### config.mk
export PLATFORM = sky130hd
export DESIGN_NAME = atce_cfg
export DESIGN_NICKNAME = d
export VERILOG_FILES = /design/src/hw/rtl/atce_pkg.sv /design/src/hw/rtl/atce_cfg.sv
export SDC_FILE = /design/constraint.sdc
export NUM_CORES = 1
export LEC_CHECK = 0
export CAP_MARGIN = 5
export CORE_MARGIN = 1.5
export CORE_UTILIZATION = 40
export CTS_BUF_LIST = sky130_fd_sc_hd__clkbuf_8 sky130_fd_sc_hd__clkbuf_16
export DETAILED_ROUTE_END_ITERATION = 8
export DONT_BUFFER_PORTS = 1
export MAX_ROUTING_LAYER = met4
export PLACE_DENSITY = 0.53
export SETUP_SLACK_MARGIN = 0.3
export SYNTH_ARGS = -nofsm -noshare
export SYNTH_HDL_FRONTEND = slang
export SYNTH_SLANG_ARGS = --single-unit
export TNS_END_PERCENT = 1
### constraint.sdc
create_clock -name clk -period 1.2 [get_ports clk]
set_input_delay 0.24 -clock clk [delete_from_list [all_inputs] [get_ports clk]]
set_output_delay 0.24 -clock clk [all_outputs]
set_load 0.05 [all_outputs]
### src/hw/rtl/atce_pkg.sv
// ----------------------------------------------------------------------------
// atce_pkg
// Shared types, codes and constants of the text cell engine.
// ----------------------------------------------------------------------------
package atce_pkg;

	// default sizes of the stores
	localparam int ROWS_MAX_DEF      = 128;
	localparam int COLS_MAX_DEF      = 256;
	localparam int HISTORY_DEPTH_DEF = 1024;

	// hard caps of the window registers
	localparam int ROWS_CAP = 128;
	localparam int COLS_CAP = 256;

	// configuration port
	localparam int PADDR_W = 3;
	localparam int PDATA_W = 32;
	localparam logic REG_IDX_COLS = 1'b0;
	localparam logic REG_IDX_ROWS = 1'b1;
	localparam logic [8:0] COLS_RESET = 9'd80;
	localparam logic [7:0] ROWS_RESET = 8'd25;

	// cell format: {color, char}
	localparam int CHAR_W  = 7;
	localparam int COLOR_W = 4;
	localparam int CELL_W  = CHAR_W + COLOR_W;
	localparam logic [COLOR_W-1:0] COLOR_RESET = 4'd7;
	localparam logic [COLOR_W-1:0] COLOR_NONE  = 4'd0;

	// bytes with a meaning
	localparam logic [7:0] CH_BS     = 8'd8;
	localparam logic [7:0] CH_LF     = 8'd10;
	localparam logic [7:0] CH_CR     = 8'd13;
	localparam logic [7:0] CH_ESC    = 8'd27;
	localparam logic [7:0] CH_SPACE  = 8'd32;
	localparam logic [7:0] CH_DIG0   = 8'h30;
	localparam logic [7:0] CH_DIG9   = 8'h39;
	localparam logic [7:0] CH_SEMI   = 8'h3B;
	localparam logic [7:0] CH_LBRACK = 8'h5B;
	localparam logic [7:0] CH_DEL    = 8'd127;
	localparam logic [7:0] CH_FIN_C  = 8'h43;
	localparam logic [7:0] CH_FIN_D  = 8'h44;
	localparam logic [7:0] CH_FIN_H  = 8'h48;
	localparam logic [7:0] CH_FIN_J  = 8'h4A;
	localparam logic [7:0] CH_FIN_K  = 8'h4B;
	localparam logic [7:0] CH_FIN_M  = 8'h6D;

	// sequence arguments
	localparam logic [31:0] ARG_ALL    = 32'd2;
	localparam logic [31:0] SGR_RESET  = 32'd0;
	localparam logic [31:0] SGR_FG_LO  = 32'd30;
	localparam logic [31:0] SGR_FG_HI  = 32'd37;
	localparam logic [31:0] SGR_BR_LO  = 32'd90;
	localparam logic [31:0] SGR_BR_HI  = 32'd97;
	localparam logic [COLOR_W-1:0] SGR_BR_BASE = 4'd8;

	typedef enum logic [1:0] {
		OP_PUT_BYTE     = 2'd0,
		OP_READ_SCREEN  = 2'd1,
		OP_READ_HISTORY = 2'd2,
		OP_CLEAR_MARKS  = 2'd3
	} op_t;

	typedef enum logic [1:0] {
		ESC_NONE = 2'd0,
		ESC_SEEN = 2'd1,
		ESC_CSI  = 2'd2
	} esc_t;

	typedef enum logic [1:0] {
		SWEEP_NONE,
		SWEEP_SCROLL,
		SWEEP_FILL
	} sweep_t;

	typedef enum logic [2:0] {
		ST_INIT,
		ST_IDLE,
		ST_EXEC,
		ST_RDWAIT,
		ST_COPY,
		ST_DRAIN,
		ST_FILL,
		ST_DONE
	} state_t;

	typedef struct packed {
		logic [8:0] ncols;
		logic [7:0] nrows;
	} cfg_t;

	typedef struct packed {
		op_t        operation;
		logic [7:0] data_byte;
		logic [6:0] cell_row;
		logic [7:0] cell_col;
		logic [9:0] history_line;
	} item_t;

	typedef struct packed {
		logic [6:0]  cur_row;
		logic [7:0]  cur_col;
		logic [3:0]  text_color;
		logic [1:0]  escape_phase;
		logic [6:0]  cell_char;
		logic [3:0]  cell_color;
		logic        row_dirty;
		logic        redraw_flag;
		logic [10:0] history_fill;
		logic        scrolled;
	} result_t;

	// controller to datapath
	typedef struct packed {
		logic accept;
		logic exec;
		logic rd_capture;
		logic copy;
		logic drain_load;
		logic fill;
		logic publish;
	} dp_cmd_t;

	// datapath to controller
	typedef struct packed {
		sweep_t sweep;
		logic   is_read;
		logic   sweep_last;
	} dp_status_t;

endpackage

### src/hw/rtl/atce_cfg.sv
// ----------------------------------------------------------------------------
// atce_cfg
// APB register file for the window size; hands out the clamped sizes.
// ----------------------------------------------------------------------------
module atce_cfg #(
	parameter int ROWS_MAX = atce_pkg::ROWS_MAX_DEF,
	parameter int COLS_MAX = atce_pkg::COLS_MAX_DEF
) (
	input  logic                         clk,
	input  logic                         arst_n,
	input  logic                         psel,
	input  logic                         penable,
	input  logic                         pwrite,
	input  logic [atce_pkg::PADDR_W-1:0] paddr,
	input  logic [atce_pkg::PDATA_W-1:0] pwdata,
	output logic [atce_pkg::PDATA_W-1:0] prdata,
	output logic                         pready,
	output atce_pkg::cfg_t               cfg
);

	localparam int COLS_TOP = (COLS_MAX < atce_pkg::COLS_CAP) ? COLS_MAX : atce_pkg::COLS_CAP;
	localparam int ROWS_TOP = (ROWS_MAX < atce_pkg::ROWS_CAP) ? ROWS_MAX : atce_pkg::ROWS_CAP;

	logic [8:0] cols_q;
	logic [7:0] rows_q;
	logic       wr_en;
	logic       reg_idx;

	assign pready  = 1'b1;
	assign wr_en   = psel && penable && pwrite;
	assign reg_idx = paddr[2];

	// register writes
	always_ff @(posedge clk or negedge arst_n) begin
		if (!arst_n) begin
			cols_q <= atce_pkg::COLS_RESET;
			rows_q <= atce_pkg::ROWS_RESET;
		end else if (wr_en) begin
			unique case (reg_idx)
				atce_pkg::REG_IDX_COLS: cols_q <= pwdata[8:0];
				atce_pkg::REG_IDX_ROWS: rows_q <= pwdata[7:0];
				default: ;
			endcase
		end
	end

	// read-back
	always_comb begin
		unique case (reg_idx)
			atce_pkg::REG_IDX_COLS: prdata = {23'd0, cols_q};
			atce_pkg::REG_IDX_ROWS: prdata = {24'd0, rows_q};
			default:                prdata = '0;
		endcase
	end

	// window size in use, clamped to 1..min(MAX, cap)
	always_comb begin
		if (cols_q == 9'd0)
			cfg.ncols = 9'd1;
		else if (cols_q > 9'(COLS_TOP))
			cfg.ncols = 9'(COLS_TOP);
		else
			cfg.ncols = cols_q;
		if (rows_q == 8'd0)
			cfg.nrows = 8'd1;
		else if (rows_q > 8'(ROWS_TOP))
			cfg.nrows = 8'(ROWS_TOP);
		else
			cfg.nrows = rows_q;
	end

endmodule

==> reports/qor.txt <==
initial DRC count -> 4
pre-CTS setup slack -> -0.410 ns
Post-synth EDFFs -> 0
Die X-Extent -> 55.5 µm
Worst-path clk slew -> 0.07 ns
Int Power -> 1770 µW
clk_skew -> 0 ns
TritonCTS Buffers -> 3
sw power -> 1530 µW
post-DR wirelength/cell -> 14.7 µm
Yosys warning total -> 0
Post-Layout Inst Area -> 1560 µm²
PwrDens -> 2110 nW/µm²
Clk network pwr share -> 0.125
first-pass GRT wire length -> 3640 µm
pin count of the biggest net entering global routing -> 18
Reg2Reg Depth -> 2
Max Clock Freq -> 537 MHz
min Tclk post-route -> 1.86 ns
post-route worst setup slack -> -0.661 ns
GRT Total Usage -> 0.153
Worst EP required -> 0.96 ns
Final Slew Violations -> 0
sw frac -> 0.463
CP Capture Type -> primary output
Area after DPL -> 1320 µm²
max-cap viol count -> 0
Netlist cell types -> 18
CTS tree -> done
Synth area leaders -> dfrtp_1, mux2_2, buf_4, dfstp_2, nor2b_1
cell taking the most area after synthesis -> dfrtp_1
Die Height -> 55.5 µm
Residual DRC -> 0
vias in the first global route -> 716
row cnt -> 18
failing checks -> setup timing
critical path class -> reg -> out
Starting Density -> 0.433
crit path max fanout -> 2
Clk Latency, worst-skew pair -> 0.25 ns
Synth-to-Final Area Change -> 41.8%
number of I/O pins -> 90
worst r2r src -> rows_q[7]$_DFFE_PN0P_
first-pass iteration count of the detailed router -> 4
final hold slack -> 0.124 ns
commonest cells after routing, fill and taps aside -> conb_1, buf_6, mux2_2
Hold Fails Final Rpt -> 0
r2r setup slk -> 0.21 ns
crit path from -> rows_q[1]$_DFFE_PN0P_
total vias in the final route -> 732
antenna cells -> 0
R2R Path End -> rows_q[7]$_DFFE_PN0P_
worst rel slew slack -> 0.500
Die ar. -> 3080 µm²
crit path to -> cfg[0]
via density per instance -> 4.66
most common cell after layout, fill and taps aside -> conb_1
Synth Instances -> 97
top-area cell type share of the netlist area -> 0.273
Max clock buf depth -> 2
syn avg cell area -> 11.4 µm²
ys async rst share -> 1.00
CTS H-Tree Depth -> 1
flops & latches, synth -> 17
Flop pwr share -> 0.255
GRT overflow -> 0
core region area -> 2540 µm²
GP Congestion -> 0.763
Final TNS setup -> -5.13 ns
post-CTS setup buffers -> 0
largest vdd supply drop -> 1.50 mV
Layout Cells excl Fill -> 157
Critical Path Start Type -> flip-flop
RSZ-0062 raised after global routing -> yes
Logic pwr share -> 0.620
drt total wl -> 2310 µm
Hold Path Class -> in -> async
PortBufs -> 0
Root Buffer -> clkbuf_8
final setup fails -> 25
antenna-violating nets left -> 0
Nets -> 168
Leak -> 0.000764 µW
status -> finished with violations
register area share after synthesis -> 0.392
Placed Cells -> 152
share of cells above drive strength 1 -> 0.654
final cycle utilization of the critical path -> 1.55
initial antenna violation count -> 0
Sink Count -> 17
worst-margin pin slew -> 0.751 ns
Mapped Area -> 1100 µm²
Top FF cell, synth -> dfrtp_1
crit path DAT -> 1.62 ns
==> logic make-up (layout without fill, tap and decap cells) <==
logic type | count (synthesis) | in the layout | synth area share
mux | 24 | 24 | 0.245
compound gates | 3 | 3 | 0.0250
simple gates | 21 | 21 | 0.145
flops | 17 | 17 | 0.392
other cells | 2 | 24 | 0.00682
buf+inv | 30 | 38 | 0.185
==> area by class of cell <==
class / instances / area [µm²]
multi-input cells: 72 / 659
repair buffers: 33 / 382
flip-flops and latches: 17 / 433
clock buffers: 3 / 41.3
inverters: 1 / 3.75
fillers: 197 / 983
well taps: 30 / 37.5
clock inverters: 1 / 5.00
==> power by group through the flow <==
stage / sequential (µW) / combinational (µW) / clock, µW
after floorplan: 813 / 1330 / 0
after global placement: 826 / 1750 / 0
after detailed placement: 830 / 1750 / 0
after CTS: 836 / 1930 / 426
after global routing: 859 / 2110 / 453
final: 841 / 2040 / 412
==> flip-flops by register name, summed over array words and instances (netlist names) <==
name	count
rows_q	8
cols_q	9
==> metrics by stage <==
stage	util	power [µW]
6_report	0.614	3300
5_1_grt	0.614	3430
4_1_cts	0.580	3190
3_5_place_dp	0.517	2580
3_3_place_gp	0.517	2570
2_1_floorplan	-	2140
==> synth_stat cells, drive strengths merged, types with 2 or more instances <==
master and count:
or4 3, dfstp 5, clkbuf 4, conb 2, nor2b 14, mux2 24, dfrtp 12, buf 25
==> worst max-delay path: stages (launching register included) <==
cell and delay (ns):
dfrtp_1 0.38, or4_4 0.54, o41ai_4 0.28, buf_12 0.18
==> metal layers <==
layer,share of wire,up-vias,track usage
li1,-,339,-
met1,0.40,353,0.194
met2,0.56,40,0.262
met3,0.046,0,0.0187
met4,0,0,0.0314
met5,0,-,-
==> worst min-delay path by stage <==
stage	startpoint	endpoint	slack, ns	depth (start not counted)
finish	arst_n	cols_q[5]$_DFFE_PN0P_	0.12	1
global route	pwdata[6]	rows_q[6]$_DFFE_PN0P_	0.13	1
CTS	pwdata[5]	rows_q[5]$_DFFE_PN0P_	0.13	1
detailed placement	arst_n	cols_q[5]$_DFFE_PN0P_	-0.06	0
global placement	arst_n	cols_q[5]$_DFFE_PN0P_	-0.05	0
floorplan	arst_n	cols_q[0]$_DFFE_PN0P_	-0.06	0
==> what timing repair did <==
action                                  in CTS  in global routing
endpoints found under the setup margin      29                 50
hold buffers                                 1                  0
resized for setup                           28                 24
endpoints found under the hold margin       17                  0
No activity file was read; power rests on OpenSTA's default activity.
