[config.mk]
export PLATFORM = sky130hd
export DESIGN_NAME = atce_ctrl
export DESIGN_NICKNAME = d
export VERILOG_FILES = /design/src/hw/rtl/atce_pkg.sv /design/src/hw/rtl/atce_ctrl.sv
export SDC_FILE = /design/constraint.sdc
export NUM_CORES = 1
export LEC_CHECK = 0
export ABC_AREA = 1
export BUFFER_PORTS_ARGS = -buffer_cell sky130_fd_sc_hd__buf_2
export CAP_MARGIN = 20
export CORE_AREA = 2 2 39 41
export DETAILED_ROUTE_END_ITERATION = 10
export DIE_AREA = 0 0 41 43
export PLACE_DENSITY = 0.63
export SYNTH_ARGS = -nofsm -noshare
export SYNTH_HDL_FRONTEND = slang
export SYNTH_SLANG_ARGS = --single-unit
[constraint.sdc]
create_clock -name clk -period 1.3 [get_ports clk]
set_input_delay 0.195 -clock clk [delete_from_list [all_inputs] [get_ports clk]]
set_output_delay 0.195 -clock clk [all_outputs]
set_load 0.1 [all_outputs]
[src/hw/rtl/atce_pkg.sv]
// ----------------------------------------------------------------------------
// atce_pkg
// Shared types, codes and constants of the text cell engine.
// ----------------------------------------------------------------------------
package atce_pkg;

	// default sizes of the stores
	localparam int ROWS_MAX_DEF      = 128;
	localparam int COLS_MAX_DEF      = 256;
	localparam int HISTORY_DEPTH_DEF = 1024;

	// hard caps of the window registers
	localparam int ROWS_CAP = 128;
	localparam int COLS_CAP = 256;

	// configuration port
	localparam int PADDR_W = 3;
	localparam int PDATA_W = 32;
	localparam logic REG_IDX_COLS = 1'b0;
	localparam logic REG_IDX_ROWS = 1'b1;
	localparam logic [8:0] COLS_RESET = 9'd80;
	localparam logic [7:0] ROWS_RESET = 8'd25;

	// cell format: {color, char}
	localparam int CHAR_W  = 7;
	localparam int COLOR_W = 4;
	localparam int CELL_W  = CHAR_W + COLOR_W;
	localparam logic [COLOR_W-1:0] COLOR_RESET = 4'd7;
	localparam logic [COLOR_W-1:0] COLOR_NONE  = 4'd0;

	// bytes with a meaning
	localparam logic [7:0] CH_BS     = 8'd8;
	localparam logic [7:0] CH_LF     = 8'd10;
	localparam logic [7:0] CH_CR     = 8'd13;
	localparam logic [7:0] CH_ESC    = 8'd27;
	localparam logic [7:0] CH_SPACE  = 8'd32;
	localparam logic [7:0] CH_DIG0   = 8'h30;
	localparam logic [7:0] CH_DIG9   = 8'h39;
	localparam logic [7:0] CH_SEMI   = 8'h3B;
	localparam logic [7:0] CH_LBRACK = 8'h5B;
	localparam logic [7:0] CH_DEL    = 8'd127;
	localparam logic [7:0] CH_FIN_C  = 8'h43;
	localparam logic [7:0] CH_FIN_D  = 8'h44;
	localparam logic [7:0] CH_FIN_H  = 8'h48;
	localparam logic [7:0] CH_FIN_J  = 8'h4A;
	localparam logic [7:0] CH_FIN_K  = 8'h4B;
	localparam logic [7:0] CH_FIN_M  = 8'h6D;

	// sequence arguments
	localparam logic [31:0] ARG_ALL    = 32'd2;
	localparam logic [31:0] SGR_RESET  = 32'd0;
	localparam logic [31:0] SGR_FG_LO  = 32'd30;
	localparam logic [31:0] SGR_FG_HI  = 32'd37;
	localparam logic [31:0] SGR_BR_LO  = 32'd90;
	localparam logic [31:0] SGR_BR_HI  = 32'd97;
	localparam logic [COLOR_W-1:0] SGR_BR_BASE = 4'd8;

	typedef enum logic [1:0] {
		OP_PUT_BYTE     = 2'd0,
		OP_READ_SCREEN  = 2'd1,
		OP_READ_HISTORY = 2'd2,
		OP_CLEAR_MARKS  = 2'd3
	} op_t;

	typedef enum logic [1:0] {
		ESC_NONE = 2'd0,
		ESC_SEEN = 2'd1,
		ESC_CSI  = 2'd2
	} esc_t;

	typedef enum logic [1:0] {
		SWEEP_NONE,
		SWEEP_SCROLL,
		SWEEP_FILL
	} sweep_t;

	typedef enum logic [2:0] {
		ST_INIT,
		ST_IDLE,
		ST_EXEC,
		ST_RDWAIT,
		ST_COPY,
		ST_DRAIN,
		ST_FILL,
		ST_DONE
	} state_t;

	typedef struct packed {
		logic [8:0] ncols;
		logic [7:0] nrows;
	} cfg_t;

	typedef struct packed {
		op_t        operation;
		logic [7:0] data_byte;
		logic [6:0] cell_row;
		logic [7:0] cell_col;
		logic [9:0] history_line;
	} item_t;

	typedef struct packed {
		logic [6:0]  cur_row;
		logic [7:0]  cur_col;
		logic [3:0]  text_color;
		logic [1:0]  escape_phase;
		logic [6:0]  cell_char;
		logic [3:0]  cell_color;
		logic        row_dirty;
		logic        redraw_flag;
		logic [10:0] history_fill;
		logic        scrolled;
	} result_t;

	// controller to datapath
	typedef struct packed {
		logic accept;
		logic exec;
		logic rd_capture;
		logic copy;
		logic drain_load;
		logic fill;
		logic publish;
	} dp_cmd_t;

	// datapath to controller
	typedef struct packed {
		sweep_t sweep;
		logic   is_read;
		logic   sweep_last;
	} dp_status_t;

endpackage

[src/hw/rtl/atce_ctrl.sv]
// ----------------------------------------------------------------------------
// atce_ctrl
// Sequencer: item intake, exec, read wait, scroll copy, fill sweeps, result.
// ----------------------------------------------------------------------------
module atce_ctrl (
	input  logic                 clk,
	input  logic                 arst_n,
	input  logic                 cmd_valid,
	output logic                 cmd_ready,
	output logic                 rsp_valid,
	input  logic                 rsp_ready,
	input  atce_pkg::dp_status_t status,
	output atce_pkg::dp_cmd_t    dp_cmd
);

	atce_pkg::state_t state_q, state_d;
	logic             rsp_valid_q;

	// state and result-valid registers
	always_ff @(posedge clk or negedge arst_n) begin
		if (!arst_n) begin
			state_q     <= atce_pkg::ST_INIT;
			rsp_valid_q <= 1'b0;
		end else begin
			state_q <= state_d;
			if (dp_cmd.publish)
				rsp_valid_q <= 1'b1;
			else if (rsp_ready)
				rsp_valid_q <= 1'b0;
		end
	end

	assign rsp_valid = rsp_valid_q;

	// next state and commands
	always_comb begin
		state_d   = state_q;
		dp_cmd    = '0;
		cmd_ready = 1'b0;
		unique case (state_q)
			atce_pkg::ST_INIT: begin
				dp_cmd.fill = 1'b1;
				if (status.sweep_last)
					state_d = atce_pkg::ST_IDLE;
			end
			atce_pkg::ST_IDLE: begin
				cmd_ready = 1'b1;
				if (cmd_valid) begin
					dp_cmd.accept = 1'b1;
					state_d       = atce_pkg::ST_EXEC;
				end
			end
			atce_pkg::ST_EXEC: begin
				dp_cmd.exec = 1'b1;
				if (status.is_read)
					state_d = atce_pkg::ST_RDWAIT;
				else if (status.sweep == atce_pkg::SWEEP_SCROLL)
					state_d = atce_pkg::ST_COPY;
				else if (status.sweep == atce_pkg::SWEEP_FILL)
					state_d = atce_pkg::ST_FILL;
				else
					state_d = atce_pkg::ST_DONE;
			end
			atce_pkg::ST_RDWAIT: begin
				dp_cmd.rd_capture = 1'b1;
				state_d           = atce_pkg::ST_DONE;
			end
			atce_pkg::ST_COPY: begin
				dp_cmd.copy = 1'b1;
				if (status.sweep_last)
					state_d = atce_pkg::ST_DRAIN;
			end
			atce_pkg::ST_DRAIN: begin
				dp_cmd.drain_load = 1'b1;
				state_d           = atce_pkg::ST_FILL;
			end
			atce_pkg::ST_FILL: begin
				dp_cmd.fill = 1'b1;
				if (status.sweep_last)
					state_d = atce_pkg::ST_DONE;
			end
			atce_pkg::ST_DONE: begin
				if (!rsp_valid_q || rsp_ready) begin
					dp_cmd.publish = 1'b1;
					state_d        = atce_pkg::ST_IDLE;
				end
			end
			default: state_d = atce_pkg::ST_IDLE;
		endcase
	end

endmodule

==> Flow_metrics.wiki <==
{| class="wikitable"
! Metric !! Value
|-
| Run status || complete, but fails checks
|-
| Failing checks || negative setup slack
|-
| Synthesized net count || 72
|-
| Detailed-route via count || 521
|-
| Cell count after synthesis || 63
|-
| Final worst path period need || 1.461 ns
|-
| Fin crit share || 112.4%
|-
| Worst min-delay path class || in2reg
|-
| Per-cell routed wire length || around 12 um
|-
| Starting density of the core || 26.22%
|-
| Clk pin slew, worst setup/hold paths || ~0.04 ns
|-
| Starting DRC count in detailed routing || 9
|-
| Highest signal layer in the routed design || met4
|-
| Die Height || 43 um
|-
| Die W || 41 um
|-
| Relative slew slack || 84.33%
|-
| Die ar. || 1763 um^2
|-
| Antenna violation net count after detailed routing || 0
|-
| Most common cell in the synthesized netlist || sky130_fd_sc_hd__nand2_1
|-
| Remaining global-route overflow || 0
|-
| First-pass iteration count of the detailed router || 4
|-
| TritonCTS clock tree || done
|-
| Critical path class || reg2out
|-
| Worst Setup Slack, final || -0.1614 ns
|-
| FFs w/ async S/R, synth || 100.0%
|-
| Sinks on the clock net || 4
|-
| Post-detailed-placement half-perimeter wirelength || 748.4 um
|-
| Distinct cell type count after synthesis || 13
|-
| Num ports || 17
|-
| Number of enable flip-flop cells after synthesis || 0
|-
| Net count reported at finish || 106
|-
| Clock buffer count from CTS || 3
|-
| Number of max-cap violations || 0
|-
| Routed length on met2 || just under 800 um
|-
| Number of port buffers || 16
|-
| Buffer depth of the longest clock path || 2
|-
| FILL cells || 138
|-
| Synth Cell Area || 362.8 um^2
|-
| Weighted congestion at the end of routability-driven global placement || 0.8302
|-
| Mean number of vias per cell || 4.652
|-
| FP Rows || 14
|-
| Category of the worst setup path launch point || flop
|-
| H-tree depth reported by CTS || 1
|-
| Number of antenna violations at the first check in global routing || 0
|-
| Slack of the worst reg-to-reg path || -0.01 ns
|-
| Latest clock arrival within the worst-skew pair || 0.24 ns
|-
| Vias in the first global route || around 500
|-
| DRC violation count after routing || 0
|-
| Finish-stage setup viols || 9
|-
| Yosys warnings || 0
|-
| Required time of the worst setup path || 1.11 ns
|-
| Maximum fanout along the worst path || 6
|-
| Slew at the pin closest to its max-slew limit || about 0.23 ns
|-
| Top post-synthesis cells by count || sky130_fd_sc_hd__nand2_1, sky130_fd_sc_hd__inv_1, sky130_fd_sc_hd__nand3_1, sky130_fd_sc_hd__nor2_1
|-
| Worst Setup Slack post-DPL || -0.01122 ns
|-
| Setup Skew || 0.002859 ns
|-
| Synth area leader || sky130_fd_sc_hd__dfrtp_1
|-
| Final design utilization || 62.39%
|-
| Global-route total usage across every layer || 18.37%
|-
| Fraction of final layout cells with drive strength greater than 1 || between 60% and 70%
|-
| Core region area || between 1000 and 1500 um^2
|-
| Hold slack || 0.1780 ns
|-
| Total instance count after detailed placement || 97
|-
| Biggest area contributors in the synthesized netlist || sky130_fd_sc_hd__dfrtp_1, sky130_fd_sc_hd__nand2_1, sky130_fd_sc_hd__inv_1, sky130_fd_sc_hd__nand3_1, sky130_fd_sc_hd__nor2_2
|-
| Timing-limited maximum frequency || 684.3 MHz
|-
| Setup repair after global routing missed its margin || true
|-
| Critical path data arrival time || between 1 and 1.5 ns
|-
| CTS root buf || sky130_fd_sc_hd__clkbuf_4
|-
| Sequential element share of the synthesized area || 27.59%
|-
| Met1 WL || 502 um
|-
| Growth of design area from synthesis to finish || 137.9%
|-
| Hold Fails Final Rpt || 0
|-
| Non-filler cells, final || 112
|-
| Critical path endpoint category || output port
|-
| Sum of routed wire length over all layers || 1378 um
|-
| Top FF cell, synth || sky130_fd_sc_hd__dfrtp_1
|-
| Length of routed met3 wiring || 72 um
|-
| Final Max Slew Viols || 0
|-
| Synthesized flop and latch total || 4
|-
| Avg Inst Size Synth || 5.759 um^2
|-
| Number of antenna repair diodes || 0
|-
| Global-route wire length before repair || 2090 um
|-
| Fraction of synthesized cell area taken by the top area cell type || 27.59%
|-
| Largest net degree at the start of global routing || 7
|}
## final timing paths
check | start | to | cells past startpoint
setup / recovery | state_q[1] | dp_cmd[0] | 5
hold / removal | rsp_ready | rsp_valid | 2
setup reg to reg | state_q[2] | state_q[1] | 8
hold reg to reg | rsp_valid | rsp_valid | 2
max in group asynchronous | arst_n | state_q[2] | 2
min in group asynchronous | arst_n | rsp_valid | 2
## cell type report
type	instances	area, um^2	area share, %
clock buffer	4	26.28	3.043
sequential	4	107.6	12.46
tap	16	20.02	2.319
timing repair buffer	30	346.6	40.14
inverter	14	73.82	8.551
multi-input combinational	44	289.0	33.48
## through the flow
step                      TNS [ns]  cell area, um^2
after floorplan            -0.6160            432.9
after global placement           0            679.4
after detailed placement  -0.01122            679.4
after CTS                  -0.9759            839.6
after global routing        -1.633            863.3
final                       -1.085            863.3
## worst max-delay path: stages, from the launching register on
cell and delay (ns):
sky130_fd_sc_hd__dfrtp_2 0.48, sky130_fd_sc_hd__nand2_2 0.11, sky130_fd_sc_hd__nor2_4 0.11, sky130_fd_sc_hd__inv_2 0.05, sky130_fd_sc_hd__nor2_4 0.09, sky130_fd_sc_hd__buf_12 0.18
## logic make-up after synthesis
family | count (synthesis) | share of synthesized area [%]
AND/OR/NAND/NOR | 38 | 44.82
flip-flops | 4 | 27.59
AO/OA/AOI/OAI | 5 | 7.584
adder cells (fa/ha/maj) | 1 | 3.448
buffers and inverters | 15 | 16.55
## sequential cells by signal (all words and copies together) (netlist names)
name,flops
rsp_valid,1
state_q,3
## timing repair
action	in CTS	in global routing
hold buffers	1	0
resized for setup	10	7
setup buffers	10	1
pin swaps	4	5
setup endpoints to repair	8	10
hold endpoints to repair	4	0
## placed cells by master (no fill, tap or decap)
master	Yosys	final
sky130_fd_sc_hd__nor2_2	4	1
sky130_fd_sc_hd__inv_4	0	2
sky130_fd_sc_hd__inv_2	3	3
sky130_fd_sc_hd__nand3_4	0	1
sky130_fd_sc_hd__clkbuf_1	0	1
sky130_fd_sc_hd__buf_12	0	10
sky130_fd_sc_hd__nand2_4	0	2
sky130_fd_sc_hd__dlygate4sd3_1	0	1
sky130_fd_sc_hd__inv_1	11	5
sky130_fd_sc_hd__ha_1	1	1
sky130_fd_sc_hd__dfrtp_2	0	3
sky130_fd_sc_hd__nand3_2	0	2
sky130_fd_sc_hd__buf_2	0	7
sky130_fd_sc_hd__inv_6	0	1
sky130_fd_sc_hd__nor3_4	0	1
sky130_fd_sc_hd__clkinvlp_4	0	3
sky130_fd_sc_hd__nor2_1	6	4
sky130_fd_sc_hd__buf_6	0	3
sky130_fd_sc_hd__nand2_1	20	15
sky130_fd_sc_hd__nand2_2	0	3
sky130_fd_sc_hd__nor2_4	0	5
sky130_fd_sc_hd__dfrtp_4	0	1
sky130_fd_sc_hd__nand3_1	7	4
sky130_fd_sc_hd__o21ai_0	3	3
sky130_fd_sc_hd__o21bai_1	1	1
sky130_fd_sc_hd__buf_4	1	9
sky130_fd_sc_hd__a21oi_1	1	1
sky130_fd_sc_hd__clkbuf_4	0	3
## layer usage
layer	track usage (%)	vias to the layer above
li1	-	257
met1	21.90	229
met2	26.88	29
met3	3.665	6
met4	14.67	0
met5	0	-
Power is left out: the tool's default activity adds up to more than one toggle a clock period on the data nets, which glitch-free logic cannot reach.
